===== src/rtl/lu_linear_system_solver_top_defines.svh =====
// Assertion macros for the LU solver block.
// LU_ASSERT checks a property while reset is low; LU_ASSERT_RST also
// checks it during reset.
`ifndef LU_LINEAR_SYSTEM_SOLVER_TOP_DEFINES_SVH
`define LU_LINEAR_SYSTEM_SOLVER_TOP_DEFINES_SVH
`ifndef NO_ASSERTIONS
`define LU_ASSERT(label, clk, rst, prop, msg) \
  label: assert property (@(posedge clk) disable iff (rst) prop) else $error(msg);
`define LU_ASSERT_RST(label, clk, prop, msg) \
  label: assert property (@(posedge clk) prop) else $error(msg);
`else
`define LU_ASSERT(label, clk, rst, prop, msg)
`define LU_ASSERT_RST(label, clk, prop, msg)
`endif
`endif


===== src/rtl/lu_solve_ram.sv =====
// ----------------------------------------------------------------------------
// lu_solve_ram
// Simple dual-port RAM: one write port, one read port, registered read.
// ----------------------------------------------------------------------------
`default_nettype none
module lu_solve_ram #(
  parameter int WIDTH = 32,
  parameter int DEPTH = 16,
  localparam int AW = $clog2(DEPTH)
) (
  input  wire logic             clk,
  input  wire logic             we,
  input  wire logic [AW-1:0]    waddr,
  input  wire logic [WIDTH-1:0] wdata,
  input  wire logic [AW-1:0]    raddr,
  output logic      [WIDTH-1:0] rdata
);

  logic [WIDTH-1:0] mem [DEPTH];

  // write, then registered read
  always_ff @(posedge clk) begin
    if (we) begin
      mem[waddr] <= wdata;
    end
    rdata <= mem[raddr];
  end

endmodule
`default_nettype wire


===== config.mk =====
export PLATFORM = sky130hd
export DESIGN_NAME = lu_solve_ram
export DESIGN_NICKNAME = d
export VERILOG_FILES = /design/src/rtl/lu_linear_system_solver_top_defines.svh /design/src/rtl/lu_solve_ram.sv
export SDC_FILE = /design/constraint.sdc
export NUM_CORES = 1
export LEC_CHECK = 0
export ABC_AREA = 1
export BUFFER_PORTS_ARGS = -buffer_cell sky130_fd_sc_hd__buf_2
export CAP_MARGIN = 40
export CORE_MARGIN = 2
export CORE_UTILIZATION = 55
export CTS_BUF_LIST = sky130_fd_sc_hd__clkbuf_16
export CTS_CLUSTER_DIAMETER = 120
export DETAILED_ROUTE_END_ITERATION = 7
export PLACE_DENSITY = 0.77
export SLEW_MARGIN = 20
export SYNTH_ARGS = -nofsm -noshare
export SYNTH_HDL_FRONTEND = slang
export SYNTH_SLANG_ARGS = --single-unit

===== constraint.sdc =====
create_clock -name clk -period 2.5 [get_ports clk]
set_clock_uncertainty 0.2 [all_clocks]
set_input_delay 0.125 -clock clk [delete_from_list [all_inputs] [get_ports clk]]
set_output_delay 0.125 -clock clk [all_outputs]
set_load 0.05 [all_outputs]

==> reports/metrics.yaml <==
status: "finished, final reports clean"
tightest_slew_ns: 0.6986
crit_required_ns: 2.79
cts.sinks: 544
die_h_um: 207.3
detail_route.vias_per_cell: 5.389
gr-total-overflow: 0
end_kind: "flip-flop"
hold_viol: 0
drc: 0
p_leak_uw: 0.01112
final_common_cell: "nand2_1"
yosys_warnings: 0
setup_viol: 0
path_class: "in -> reg"
r2r_cells: 7
ys_seq_area_frac: 0.7046
cts_resized: 0
fp-row-count: 74
rsz0062_at_grt: "false"
cp_max_fo: 61
post_cts_buffers: 0
dieWidth_um: 207.3
vias: 15127
cp-startpoint: "raddr[0]"
cp-start-kind: "primary input"
synth.distinct_cells: 15
initial_core_util: 0.5567
critPathArrivalTime_ns: 2.43
drv_slew: 0
max_slew_margin: 0.5342
num-nets-final: 2269
clockBufferDepth: 3
gp_congestion: 0.8561
ys_ff_latch: 544
dr.pass1.iters: 5
hpwl_um: 29550
ios: 74
grt_max_degree: 133
fmax_mhz: 465.4
power.density_nw_per_um2: 753.9
period_minus_slack_ns: 2.149
port_buffers: 73
core-area_um2: 40830
r2r_end: "rdata[28]"
htreeDepth: 2
cts-buffers-inserted: 54
fin_setup_tns_ns: 0
syn-instance-count: 2120
cts.clk_slew.worst_paths_ns: 0.06
final_cell_mix: "nand2_1 (677), edfxtp_1 (512), inv_1 (408)"
drv_cap: 0
grt_pass1_wl_um: 82980
dieArea_um2: 42970
cts_tree: "built"
syn_area_per_cell_um2: 10.72
fillers: 2967
ir_drop_mv: 0.6900
power.total_uw: 19450
cp-endpoint: "rdata[28]"
rrSetupSlack_ns: 0.85
synth_fp_nets: 2162
wl_per_cell_um: 18.90
layout-drive-gt1-share: 0.09287
clockRootBuffer: "clkbuf_16"
antenna_found_initial: 3
drtIter0Drc: 1576
track_usage: 0.2476
post-route-period-util: 0.8594
insertion_delay_ns: 0.60
synthesis.area_um2: 22730
grt_pass1_vias: 15188
area_delta_synth_final_pct: 13.53
ant_nets: 0
r2r-start: "mem[10][28]"
min_path_type: "in -> reg"
routed_wl_um: 53040
-- routing by layer --
metal / part of all wire / wire (um) / track usage / up-vias
met1: 0.39 / 20730 / 0.3353 / 7212
li1: - / - / - / 7060
met3: 0.088 / 4677 / 0.03449 / 126
met4: 0.032 / 1691 / 0.1002 / 0
met5: 0 / 0 / 0 / -
met2: 0.49 / 25950 / 0.4080 / 729
-- synth_stat cells, drive strengths merged --
master | count | area share
nand3 | 385 | 0.085
nand3b | 2 | 0.00066
dfxtp | 32 | 0.028
nor2 | 17 | 0.0028
nand2 | 677 | 0.11
inv | 390 | 0.065
clkbuf | 14 | 0.0023
edfxtp | 512 | 0.68
buf | 91 | 0.029
-- worst max-delay path, stage by stage --
cell           delay, ns
dlygate4sd3_1       0.55
buf_6               0.16
inv_6               0.27
buf_12              0.30
nand2_1             0.10
nand3_1             0.08
nand3_1             0.08
nand3_1             0.09
dlygate4sd3_1       0.55
nand2_1             0.05
-- per-stage QoR --
step           hold WS (ns)    util  std cells  cell area (um^2)  worst slack (ns)
2_1_floorplan       0.02387       -       2120             22730            0.1823
3_3_place_gp         0.3181  0.5811       2666             23730            0.5839
3_5_place_dp         0.3254  0.5811       2666             23730            0.5200
4_1_cts             0.06112  0.6318       2804             25800            0.4042
5_1_grt             0.09719  0.6318       2804             25800            0.2123
6_report            0.08473  0.6320       2807             25810            0.3514
-- worst min-delay path by stage --
stage,start,end,cells after the start
after floorplan,wdata[0],mem[0][0],0
after global placement,wdata[3],mem[9][3],1
after detailed placement,wdata[3],mem[8][3],1
after CTS,we,mem[0][11],3
after global routing,we,mem[0][11],3
final,we,mem[0][11],3
-- cell families after synthesis --
family / Yosys count / share of synthesized area
buffers and inverters: 495 / 0.09539
flip-flops: 544 / 0.7046
AND/OR/NAND/NOR: 1081 / 0.2000
-- layout make-up --
type	instances	area [um^2]	share of cell area
antenna	3	7.507	0.0002909
sequential	544	16020	0.6206
tap	532	665.6	0.02579
inverter	390	1471	0.05702
clock buffer	54	1351	0.05236
clock inverter	47	350.3	0.01358
timing repair buffer	156	1277	0.04950
multi-input combinational	1081	4667	0.1808
-- flip-flops by register name, summed over array words and instances (netlist names) --
signal  flops
rdata      32
mem       512
-- report_power, final --
part | internal, uW | switching [uW] | leakage [uW]
sequential | 10200 | 60.5 | 0.00490
clock | 4430 | 3330 | 0.000918
combinational | 379 | 1060 | 0.00530
total | 15000 | 4450 | 0.0111
-- repair_timing --
item,in CTS,in global routing
setup endpoints to repair,0,0
hold endpoints to repair,531,0
hold buffers,37,0
Power figures use the tool's default switching activity.
